File: src/rtl/hsm_pkg.sv
// hsm_pkg: shared types and constants of the hashed substring matcher.
// Beat structs for the text and result channels and the register indexes.
// No dependencies.
`default_nettype none

package hsm_pkg;

	localparam int BYTE_BITS   = 8;
	localparam int PAT_W       = 64;  // pattern register, up to eight bytes
	localparam int LEN_W       = 4;   // pattern length register
	localparam int MATCH_POS_W = 16;  // match_position field
	localparam int BUCKET_W    = 5;   // bucket field
	localparam int SUM_W       = 11;  // byte sum of up to eight bytes
	localparam int CFG_IDX_W   = 2;

	// register indexes on the config port
	localparam logic [CFG_IDX_W-1:0] REG_PATTERN_BYTES  = 2'd0;
	localparam logic [CFG_IDX_W-1:0] REG_PATTERN_LENGTH = 2'd1;

	typedef struct packed {
		logic [BYTE_BITS-1:0] text_byte;
		logic                 last_byte;
	} text_beat_t;

	typedef struct packed {
		logic                   found;
		logic [MATCH_POS_W-1:0] match_position;
		logic [BUCKET_W-1:0]    bucket;
		logic                   done_res;
	} result_beat_t;

	// per-beat outcome of the window compare, handed to the bucket pipeline
	typedef struct packed {
		logic                   emit;   // this beat yields a result
		logic                   found;
		logic                   done;
		logic [MATCH_POS_W-1:0] pos;
		logic [SUM_W-1:0]       sum;
	} hit_t;

endpackage

`default_nettype wire

File: src/rtl/hsm_window.sv
// hsm_window: text window, byte counter and match flag, plus the byte compare.
// Produces one hit_t per accepted beat. Depends on hsm_pkg.
`default_nettype none

module hsm_window #(
	parameter int MAX_PATTERN   = 8,
	parameter int POSITION_BITS = 16
) (
	input  logic                        clk,
	input  logic                        arst_n,
	input  logic                        accept,
	input  hsm_pkg::text_beat_t         beat,
	input  logic [hsm_pkg::PAT_W-1:0]   pattern_bytes,
	input  logic [hsm_pkg::LEN_W-1:0]   pattern_length,
	output hsm_pkg::hit_t               hit
);
	import hsm_pkg::*;

	localparam int WIN_W  = BYTE_BITS * MAX_PATTERN;
	localparam int SEEN_W = POSITION_BITS + 1;
	localparam logic [LEN_W-1:0] MAX_LEN = LEN_W'(MAX_PATTERN);

	logic [WIN_W-1:0]         win_q, win_next, shifted, cur, pat;
	logic [SEEN_W-1:0]        seen_q, seen_next, start;
	logic [POSITION_BITS-1:0] start_sat;
	logic                     any_q, match;
	logic [LEN_W-1:0]         len_eff;
	logic [SUM_W-1:0]         sum;

	// length clamps to 1..MAX_PATTERN
	always_comb begin
		if (pattern_length == '0) begin
			len_eff = LEN_W'(1);
		end else if (pattern_length > MAX_LEN) begin
			len_eff = MAX_LEN;
		end else begin
			len_eff = pattern_length;
		end
	end

	// newest byte enters the top octet
	assign win_next = (win_q >> BYTE_BITS) |
		(WIN_W'(beat.text_byte) << (BYTE_BITS * (MAX_PATTERN - 1)));

	// bring the newest len_eff bytes down to octet 0
	assign shifted = win_next >> {MAX_LEN - len_eff, 3'b000};

	always_comb begin
		cur = '0;
		pat = '0;
		sum = '0;
		for (int i = 0; i < MAX_PATTERN; i++) begin
			if (LEN_W'(i) < len_eff) begin
				cur[i*BYTE_BITS +: BYTE_BITS] = shifted[i*BYTE_BITS +: BYTE_BITS];
				pat[i*BYTE_BITS +: BYTE_BITS] = pattern_bytes[i*BYTE_BITS +: BYTE_BITS];
			end
			sum = sum + SUM_W'(cur[i*BYTE_BITS +: BYTE_BITS]);
		end
	end

	assign seen_next = (&seen_q) ? seen_q : seen_q + SEEN_W'(1);
	assign start     = seen_next - SEEN_W'(len_eff);
	assign start_sat = start[POSITION_BITS] ? '1 : start[POSITION_BITS-1:0];

	// equal bytes imply equal buckets, so the byte compare alone gates a hit
	assign match = (seen_next >= SEEN_W'(len_eff)) && (cur == pat);

	always_comb begin
		hit.emit  = match | (beat.last_byte & ~any_q);
		hit.found = match;
		hit.done  = beat.last_byte;
		hit.pos   = match ? MATCH_POS_W'(start_sat) : '0;
		hit.sum   = sum;
	end

	always_ff @(posedge clk or negedge arst_n) begin
		if (!arst_n) begin
			win_q  <= '0;
			seen_q <= '0;
			any_q  <= 1'b0;
		end else if (accept) begin
			if (beat.last_byte) begin
				win_q  <= '0;
				seen_q <= '0;
				any_q  <= 1'b0;
			end else begin
				win_q  <= win_next;
				seen_q <= seen_next;
				any_q  <= any_q | match;
			end
		end
	end

endmodule

`default_nettype wire

File: src/rtl/hsm_bucket_pipe.sv
// hsm_bucket_pipe: two pipeline stages and the result register; reduces the
// window sum modulo the bucket count by reciprocal multiply. Depends on hsm_pkg.
`default_nettype none

module hsm_bucket_pipe #(
	parameter int HASH_BUCKETS = 20
) (
	input  logic                   clk,
	input  logic                   arst_n,
	input  logic                   take,
	input  hsm_pkg::hit_t          hit,
	output logic                   ready,
	input  logic                   result_stall,
	output logic                   result_valid,
	output hsm_pkg::result_beat_t  result_beat
);
	import hsm_pkg::*;

	// floor(x / HB) == (x * RECIP) >> RSHIFT exactly for every x below 2**SUM_W
	localparam int RSHIFT = SUM_W + $clog2(HASH_BUCKETS);
	localparam int MW     = RSHIFT + 1;
	localparam int PROD_W = SUM_W + MW;
	localparam int QW     = PROD_W - RSHIFT;
	localparam int QPW    = QW + 9;
	localparam int BKT_W  = (HASH_BUCKETS > 1) ? $clog2(HASH_BUCKETS) : 1;
	localparam longint unsigned RECIP_L =
		((64'd1 << RSHIFT) + 64'(HASH_BUCKETS) - 64'd1) / 64'(HASH_BUCKETS);
	localparam logic [MW-1:0] RECIP = RECIP_L[MW-1:0];

	logic              v_s1, v_s2, res_valid_q;
	hit_t              hit_s1, hit_s2;
	logic [PROD_W-1:0] prod_s2;
	result_beat_t      res_q;
	logic              adv_out, adv_s2, adv_s1, load;
	logic [QW-1:0]     quot;
	logic [QPW-1:0]    qprod, rem_full;
	logic [BKT_W-1:0]  rem;

	// bubbles collapse: a stage moves when the one after it is free or moving
	assign adv_out = !res_valid_q || !result_stall;
	assign adv_s2  = !v_s2 || adv_out;
	assign adv_s1  = !v_s1 || adv_s2;
	assign ready   = adv_s1;
	assign load    = take & hit.emit;

	assign quot     = prod_s2[PROD_W-1:RSHIFT];
	assign qprod    = QPW'(quot) * QPW'(HASH_BUCKETS);
	assign rem_full = QPW'(hit_s2.sum) - qprod;
	assign rem      = rem_full[BKT_W-1:0];

	always_ff @(posedge clk or negedge arst_n) begin
		if (!arst_n) begin
			v_s1        <= 1'b0;
			v_s2        <= 1'b0;
			res_valid_q <= 1'b0;
		end else begin
			if (adv_s1) begin
				v_s1 <= load;
			end
			if (adv_s2) begin
				v_s2 <= v_s1;
			end
			if (adv_out) begin
				res_valid_q <= v_s2;
			end
		end
	end

	always_ff @(posedge clk) begin
		if (adv_s1 && load) begin
			hit_s1 <= hit;
		end
		if (adv_s2 && v_s1) begin
			hit_s2  <= hit_s1;
			prod_s2 <= PROD_W'(hit_s1.sum) * PROD_W'(RECIP);
		end
		if (adv_out && v_s2) begin
			res_q.found          <= hit_s2.found;
			res_q.match_position <= hit_s2.pos;
			res_q.bucket         <= hit_s2.found ? BUCKET_W'(rem) : '0;
			res_q.done_res       <= hit_s2.done;
		end
	end

	assign result_valid = res_valid_q;
	assign result_beat  = res_q;

endmodule

`default_nettype wire

File: src/rtl/hashed_substring_matcher.sv
// hashed_substring_matcher: top level; config registers and channel wiring.
// Depends on hsm_pkg, hsm_window and hsm_bucket_pipe.
//
// Usage:
//   Text enters one byte per beat on text_valid/text_stall/text_beat; a beat
//   moves at a clock edge with valid high and stall low. last_byte closes a
//   text, and the window, byte count and match flag clear for the next one.
//   Each beat yields at most one result beat on result_valid/result_stall/
//   result_beat: a match (found=1, start offset and bucket), or on the last
//   byte of a text with no match at all, a not-found beat (found=0, done=1).
//   Beats without a result leave nothing in the pipeline.
//   Throughput is one text beat per cycle while text_stall is low. After its
//   text beat is accepted, a result passes stage one (window compare), stage
//   two (reciprocal multiply) and the result register (remainder).
//   When the receiver stalls, the result register holds; text beats keep
//   being taken until both pipeline stages behind it are full, after which
//   text_stall rises.
//   Config writes (cfg_valid/cfg_ready, index 0 pattern bytes, index 1
//   pattern length) are taken every cycle and belong between texts.
//   Reset (arst_n low) empties the pipeline, clears the window state and
//   sets the pattern to zero with length one.
`default_nettype none

module hashed_substring_matcher #(
	parameter int MAX_PATTERN   = 8,
	parameter int HASH_BUCKETS  = 20,
	parameter int POSITION_BITS = 16
) (
	input  logic                              clk,
	input  logic                              arst_n,
	input  logic                              text_valid,
	output logic                              text_stall,
	input  hsm_pkg::text_beat_t               text_beat,
	output logic                              result_valid,
	input  logic                              result_stall,
	output hsm_pkg::result_beat_t             result_beat,
	input  logic                              cfg_valid,
	output logic                              cfg_ready,
	input  logic [hsm_pkg::CFG_IDX_W-1:0]     cfg_index,
	input  logic [hsm_pkg::PAT_W-1:0]         cfg_data
);
	import hsm_pkg::*;

	logic [PAT_W-1:0] pattern_bytes_q;
	logic [LEN_W-1:0] pattern_length_q;
	logic             pipe_ready, accept;
	hit_t             hit;

	// config port never back-pressures
	assign cfg_ready = 1'b1;

	always_ff @(posedge clk or negedge arst_n) begin
		if (!arst_n) begin
			pattern_bytes_q  <= '0;
			pattern_length_q <= LEN_W'(1);
		end else if (cfg_valid && cfg_ready) begin
			unique case (cfg_index)
				REG_PATTERN_BYTES: begin
					pattern_bytes_q <= cfg_data;
				end
				REG_PATTERN_LENGTH: begin
					pattern_length_q <= cfg_data[LEN_W-1:0];
				end
				default: begin
					// unmapped index: write dropped
				end
			endcase
		end
	end

	// a text beat is taken whenever the first pipeline stage can move
	assign text_stall = !pipe_ready;
	assign accept     = text_valid && pipe_ready;

	hsm_window #(
		.MAX_PATTERN   (MAX_PATTERN),
		.POSITION_BITS (POSITION_BITS)
	) u_window (
		.clk            (clk),
		.arst_n         (arst_n),
		.accept         (accept),
		.beat           (text_beat),
		.pattern_bytes  (pattern_bytes_q),
		.pattern_length (pattern_length_q),
		.hit            (hit)
	);

	hsm_bucket_pipe #(
		.HASH_BUCKETS (HASH_BUCKETS)
	) u_pipe (
		.clk          (clk),
		.arst_n       (arst_n),
		.take         (accept),
		.hit          (hit),
		.ready        (pipe_ready),
		.result_stall (result_stall),
		.result_valid (result_valid),
		.result_beat  (result_beat)
	);

`ifndef SYNTH
	// with the result register empty nothing can back up into the text side
	a_no_stall_when_empty: assert property (@(posedge clk) disable iff (!arst_n)
		!result_valid |-> !text_stall)
		else $error("text stalled with empty result register");

	// a not-found beat closes a text and carries no position or bucket
	a_not_found_shape: assert property (@(posedge clk) disable iff (!arst_n)
		(result_valid && !result_beat.found) |->
		(result_beat.done_res && result_beat.match_position == '0 &&
		 result_beat.bucket == '0))
		else $error("malformed not-found result");

	// remainder stays below the bucket count when the field can hold it
	a_bucket_range: assert property (@(posedge clk) disable iff (!arst_n)
		result_valid |->
		((HASH_BUCKETS > 32) || (32'(result_beat.bucket) < HASH_BUCKETS)))
		else $error("bucket out of range");
`endif

endmodule

`default_nettype wire

File: config.mk
export PLATFORM = sky130hd
export DESIGN_NAME = hashed_substring_matcher
export DESIGN_NICKNAME = d
export VERILOG_FILES = /design/src/rtl/hsm_pkg.sv /design/src/rtl/hsm_window.sv /design/src/rtl/hsm_bucket_pipe.sv /design/src/rtl/hashed_substring_matcher.sv
export SDC_FILE = /design/constraint.sdc
export NUM_CORES = 1
export LEC_CHECK = 0
export ABC_AREA = 1
export ABC_CLOCK_PERIOD_IN_PS = 6800
export BUFFER_PORTS_ARGS = -buffer_cell sky130_fd_sc_hd__buf_2
export CORE_MARGIN = 5
export CORE_UTILIZATION = 35
export DETAILED_ROUTE_END_ITERATION = 6
export PLACE_DENSITY = 0.48
export SYNTH_ARGS = -nofsm -noshare
export SYNTH_HDL_FRONTEND = slang
export SYNTH_HIERARCHICAL = 1
export SYNTH_SLANG_ARGS = --single-unit
File: constraint.sdc
create_clock -name clk -period 6.8 [get_ports clk]
set_clock_uncertainty 0.1 [all_clocks]
set_input_delay 0.68 -clock clk [delete_from_list [all_inputs] [get_ports clk]]
set_output_delay 0.68 -clock clk [all_outputs]
set_load 0.01 [all_outputs]
==> flow_metrics.py, run 1 <==
metrics = {
    "outcome": {
        "status": "finished clean",
    },
    "synthesis": {
        "synth_seq_cells": 223,
        "synthDominantCellAreaShare_pct": 22.04,
        "synth_largest_area_cell": "dfrtp_1",
        "netlist_top_cells_area": "dfrtp_1 22%, edfxtp_1 14%, nand2_1 13%",
        "synth_edf_count": 78,
        "synth_common_cells": "570 x nand2_1, 321 x inv_1, 302 x nand3_1",
        "synth_most_common_cell": "nand2_1",
        "ys.flop_type": "dfrtp_1",
        "ys_types": 45,
        "synth-async-reset-ratio_pct": 65.02,
        "avgSynthCellArea_um2": 7.731,
        "netlist_instances": 2115,
        "synth_warnings": 6,
        "ys_seq_area_share_pct": 36.52,
        "syn_nets": 2346,
        "syn_area_mm2": 0.01635,
    },
    "clock_tree": {
        "clk_pin_slew_ns": 0.07,
        "cts_tree": "built",
        "htreeDepth": 1,
        "cts_made_buffers": 27,
        "clock_sinks": 223,
        "clock-root-buffer": "clkbuf_16",
        "worst_skew_pair.late_latency_ns": 0.56,
        "clk_path_buf_depth": 3,
        "cts-resized-gates": 0,
    },
    "sta": {
        "fin_crit_sh_pct": 91.83,
        "timing.fmax_ghz": 0.1601,
        "hold_violations": 0,
        "final.setup.tns_ns": 0,
        "worst_slew_pin_slew_ns": 1.181,
        "drv_slew": 0,
        "setup_viol": 0,
        "rsz0062_at_grt": "no",
        "maxSlewHeadroom_pct": 21.27,
        "finalCriticalPeriod_ns": 6.245,
    },
    "run": {
        "drv_cap": 0,
    },
    "floorplan": {
        "start_util_pct": 35.27,
        "core-area_mm2": 0.04636,
        "die_w_um": 226.1,
        "die_y_um": 226.1,
        "pin_count": 106,
        "die-area_mm2": 0.05114,
        "rows": 79,
    },
    "final_layout": {
        "drive_gt1_share_pct": 10.59,
        "fin_nets": 2420,
        "n_fill_cell": 4844,
        "synthToLayoutAreaGrowth_pct": 11.55,
        "diodes": 0,
    },
    "worst_setup_path": {
        "r2r_start": "pattern_length_q[1]$_DFFE_PN0P_",
        "r2r_end": "u_pipe/hit_s1[10]$_DFFE_PP_",
        "cp-start-kind": "register",
        "worst-r2r-cell-count": 27,
        "timing_worst_setup_path_type": "register to register",
        "worst-path-max-fanout": 20,
        "required_ns": 7.11,
        "rrSetupSlack_ns": 0.56,
        "end_kind": "register",
        "cp.arrival_ns": 6.56,
    },
    "routing": {
        "dr.pass1.iters": 6,
        "via_per_inst": 5.036,
        "route.detailed.drc": 0,
        "antenna_left": 0,
        "route.final.wire_length_um": 52470,
        "post_drt_wl_per_cell_um": 18.63,
        "drtIter0Drc": 1179,
        "vias": 14190,
    },
    "place": {
        "dpl.hpwl_um": 40700,
        "port_buffers": 104,
        "gp_congestion": 0.9924,
    },
    "grt": {
        "antenna_found_initial": 1,
        "grt_overflow": 0,
        "grt_max_degree": 78,
        "grt_pass1_wl_um": 82410,
        "grt_pass1_vias": 14200,
        "grt_use_total_pct": 20.60,
    },
    "worst_hold_path": {
        "hold_class": "input port to async pin",
    },
}
==> stage by stage <==
step | setup WS [ns] | area [um2] | std cells | utilization [%] | hold WS [ns]
floorplan | 0.7233 | 16350 | 2115 | - | 0.2844
global placement | 0.5994 | 17380 | 2766 | 37.49 | 0.3016
detailed placement | 0.5130 | 17380 | 2766 | 37.49 | 0.3045
CTS | 0.4732 | 18230 | 2816 | 39.33 | 0.05006
global route | 0.02675 | 18240 | 2817 | 39.35 | 0.09134
finish | 0.5553 | 18240 | 2817 | 39.35 | 0.03876
==> cell usage in the layout, fill, tap and decap left out, drive strengths merged, types with 29 or more instances in the layout <==
master,n
nand2,579
inv,334
nand3,315
nor2,160
dfrtp,144
buf,136
fa,79
edfxtp,78
ha,72
o22ai,65
a21oi,50
nand4,41
o21ai,36
clkbuf,29
==> sequential cells by signal, indices dropped and copies added, names as in the netlist <==
| register | cells |
|---|---|
| u_pipe/result_valid | 1 |
| u_pipe/prod_s2 | 3 |
| u_pipe/result_beat | 23 |
| pattern_bytes_q | 64 |
| u_window/win_q | 56 |
| u_pipe/hit_s1 | 29 |
| u_window/seen_q | 17 |
| u_pipe/v_s1 | 1 |
| u_pipe/hit_s2 | 23 |
| pattern_length_q | 4 |
| u_pipe/v_s2 | 1 |
| u_window/any_q | 1 |
==> metal layers <==
layer,up-vias,GRT usage (%),wire length [um]
li1,6951,-,-
met1,6701,28.41,23690
met2,443,33.81,24050
met3,91,2.275,2709
met4,0,7.336,2020
met5,-,0,0
==> cell families after synthesis <==
kind of cell             count (synthesis)  synth area share [%]
adder cells (fa/ha/maj)                151                 15.18
flip-flops                             223                 36.52
AND/OR/NAND/NOR                       1131                 30.37
other                                    1               0.02293
AO/OA/AOI/OAI                          162                 5.709
buffers and inverters                  421                 10.75
XOR/XNOR                                26                 1.439
==> worst max-delay path by stage <==
| stage | startpoint | end | slack [ns] |
|---|---|---|---|
| 2_1_floorplan | pattern_length_q[2]$_DFFE_PN0P_ | u_pipe/hit_s1[9]$_DFFE_PP_ | 0.72 |
| 3_3_place_gp | pattern_length_q[0]$_DFFE_PN1P_ | u_pipe/hit_s1[10]$_DFFE_PP_ | 0.60 |
| 3_5_place_dp | pattern_length_q[0]$_DFFE_PN1P_ | u_pipe/hit_s1[10]$_DFFE_PP_ | 0.51 |
| 4_1_cts | pattern_length_q[0]$_DFFE_PN1P_ | u_pipe/hit_s1[10]$_DFFE_PP_ | 0.47 |
| 5_1_grt | pattern_length_q[1]$_DFFE_PN0P_ | u_pipe/hit_s1[10]$_DFFE_PP_ | 0.03 |
| 6_report | pattern_length_q[1]$_DFFE_PN0P_ | u_pipe/hit_s1[10]$_DFFE_PP_ | 0.56 |
==> cell type report <==
class	instances	area (um2)	share of cell area, %
Inverter	330	1239	6.791
Timing Repair Buffer	136	779.5	4.274
Clock buffer	29	693.2	3.800
Clock inverter	21	160.2	0.8780
Tap cell	607	759.5	4.164
Sequential cell	223	5972	32.74
Multi-Input combinational cell	1471	8637	47.35
==> critical path: stages (launching register included) <==
cell	delay (ns)
dfrtp_1	0.43
inv_1	0.10
nor2_1	0.06
inv_1	0.23
ha_1	0.25
inv_1	0.08
nand2_2	0.11
nand2_4	0.14
inv_2	0.33
buf_4	0.32
nand3_1	0.25
nand2_1	0.17
inv_1	0.07
fa_1	0.47
fa_1	0.59
inv_1	0.06
fa_1	0.39
fa_1	0.46
inv_1	0.07
ha_1	0.17
inv_1	0.06
fa_1	0.39
o21ai_0	0.27
a21oi_1	0.11
nor2_1	0.09
nor2_1	0.06
o21ai_0	0.14
a21o_1	0.13
==> repair_timing <==
action | CTS | global route
buffers inserted | 0 | 1
hold buffers | 0 | 0
endpoints found under the setup margin | 0 | 1
Power of run 1 is left out: the tool's default activity adds up to more than one toggle a clock period on the data nets, which glitch-free logic cannot reach.
==> inputs of run 2 (changes only) <==
CELL_PAD_IN_SITES_DETAIL_PLACEMENT = 0   (was default)
CELL_PAD_IN_SITES_GLOBAL_PLACEMENT = 1   (was default)
PLACE_DENSITY = 0.61   (was 0.48)
==> flow_metrics.py, run 2 (synthesis gave the netlist of run 1 again) <==
metrics = {
    "outcome": {
        "status": "finished clean",
    },
    "grt": {
        "grt_use_total_pct": 21.99,
        "grt_pass1_vias": 14350,
        "antenna_found_initial": 0,
        "grt_pass1_wl_um": 86260,
        "grt_max_degree": 76,
        "grt_overflow": 0,
    },
    "worst_setup_path": {
        "cp.arrival_ns": 6.73,
        "required_ns": 7.15,
        "end_kind": "register",
        "timing_worst_setup_path_type": "register to register",
        "worst-path-max-fanout": 43,
        "cp-start-kind": "register",
    },
    "clock_tree": {
        "clock-root-buffer": "clkbuf_16",
        "clk_path_buf_depth": 3,
        "cts_tree": "built",
        "clock_sinks": 223,
        "htreeDepth": 1,
        "clk_pin_slew_ns": 0.06,
        "cts-resized-gates": 0,
        "cts_made_buffers": 29,
        "worst_skew_pair.late_latency_ns": 0.58,
        "cts_hold_buf": 0,
        "cts_setup_buffers": 0,
    },
    "sta": {
        "final.setup.worst_slack_ns": 0.4237,
        "final.setup.tns_ns": 0,
        "finalCriticalPeriod_ns": 6.376,
        "setup_viol": 0,
        "timing.fmax_ghz": 0.1568,
        "hold_violations": 0,
        "worst_slew_pin_slew_ns": 1.202,
        "fin_crit_sh_pct": 93.77,
        "maxSlewHeadroom_pct": 19.89,
        "drv_slew": 0,
        "rsz0062_at_grt": "no",
    },
    "final_layout": {
        "stdcell_count": 2812,
        "drive_gt1_share_pct": 10.34,
        "largest_register_ff_count": 64,
        "largestRegisters": "pattern_bytes_q (64), u_window/win_q (56), u_pipe/hit_s1 (29)",
        "regMostFlops": "pattern_bytes_q",
        "diodes": 0,
        "synthToLayoutAreaGrowth_pct": 11.96,
        "final_common_cell": "nand2_1",
        "fin_nets": 2416,
        "layout_common_cells": "569 x nand2_1, 320 x inv_1, 302 x nand3_1",
    },
    "routing": {
        "met3_length_um": 2532,
        "dr.pass1.iters": 5,
        "route.detailed.drc": 0,
        "route.final.wire_length_um": 55950,
        "met1_length_um": 24600,
        "drtIter0Drc": 1021,
        "vias": 14170,
        "via_per_inst": 5.039,
        "post_drt_wl_per_cell_um": 19.90,
        "wl_met2_um": 26380,
        "highest_layer": "met4",
        "antenna_left": 0,
    },
    "floorplan": {
        "die_w_um": 226.1,
        "core-area_mm2": 0.04636,
        "rows": 79,
        "die_y_um": 226.1,
        "die-area_mm2": 0.05114,
        "start_util_pct": 35.27,
        "pin_count": 106,
    },
    "place": {
        "gp_congestion": 0.9521,
        "port_buffers": 104,
        "placed_cells": 2761,
        "dpl.hpwl_um": 43730,
        "place_ws_ns": 0.5057,
    },
    "worst_hold_path": {
        "hold_class": "input port to async pin",
    },
    "run": {
        "drv_cap": 0,
    },
}
-- run 2: cell types whose count changed in the layout (fill, tap and decap cells not counted), moves of 2 or more --
| cell | previous run | this run |
|---|---|---|
| clkinvlp_4 | 5 | 1 |
| clkbuf_16 | 27 | 29 |
| bufinv_16 | 1 | 3 |
| clkinv_2 | 7 | 4 |
| clkinv_4 | 0 | 5 |
| clkbuf_1 | 1 | 3 |
| inv_6 | 4 | 2 |
| buf_4 | 31 | 24 |
-- run 2: routing by layer --
| metal | vias to the layer above | GRT usage, % |
|---|---|---|
| li1 | 6945 | - |
| met1 | 6761 | 29.17 |
| met2 | 368 | 37.12 |
| met3 | 95 | 2.691 |
| met4 | 0 | 8.131 |
| met5 | - | 0 |
-- run 2: final cells by class --
class                   count  area, um2
repair buffers            130      747.0
clock buffers              33      750.7
multi-input cells        1471       8632
well taps                 607      759.5
inverters                 330       1239
flip-flops and latches    223       5972
fillers                  4883      28050
clock inverters            18      206.4
-- run 2: critical path: stages (launching register included) --
cell and delay (ns):
dfstp_2 0.55, o21bai_1 0.16, nand2_1 0.11, ha_1 0.36, inv_2 0.39, buf_12 0.28, nand3_1 0.26, nand3_1 0.26
a21oi_1 0.18, fa_1 0.44, fa_1 0.50, fa_1 0.54, inv_1 0.05, fa_1 0.46, inv_1 0.06, ha_1 0.17
inv_1 0.06, fa_1 0.40, o21ai_0 0.31, a21oi_1 0.11, nor2_1 0.10, nor2_1 0.06, o21ai_0 0.16, a21o_1 0.13
-- run 2: metrics by stage --
stage	util [%]	instance area (um2)	hold slack [ns]
after global placement	37.42	17350	0.3029
after floorplan	-	16350	0.2844
after global routing	39.49	18310	0.06375
after CTS	39.49	18310	0.01731
final	39.49	18310	0.0009157
after detailed placement	37.42	17350	0.3045
-- run 2: final timing paths --
kind	startpoint	to	slack (ns)	cells after the start
setup / recovery	pattern_length_q[0]$_DFFE_PN1P_	u_pipe/hit_s1[10]$_DFFE_PP_	0.42	23
min in group clk	text_beat[0]	u_pipe/hit_s1[27]$_DFFE_PP_	0.23	1
setup reg to reg	pattern_length_q[0]$_DFFE_PN1P_	u_pipe/hit_s1[10]$_DFFE_PP_	0.42	23
max in group asynchronous	arst_n	pattern_bytes_q[7]$_DFFE_PN0P_	5.11	2
hold reg to reg	u_pipe/hit_s2[23]$_DFFE_PP_	u_pipe/result_beat[18]$_DFFE_PP_	0.32	0
hold / removal	arst_n	u_window/win_q[53]$_DFFE_PN0P_	0.0009	1
Power of run 2 is left out for the same reason.
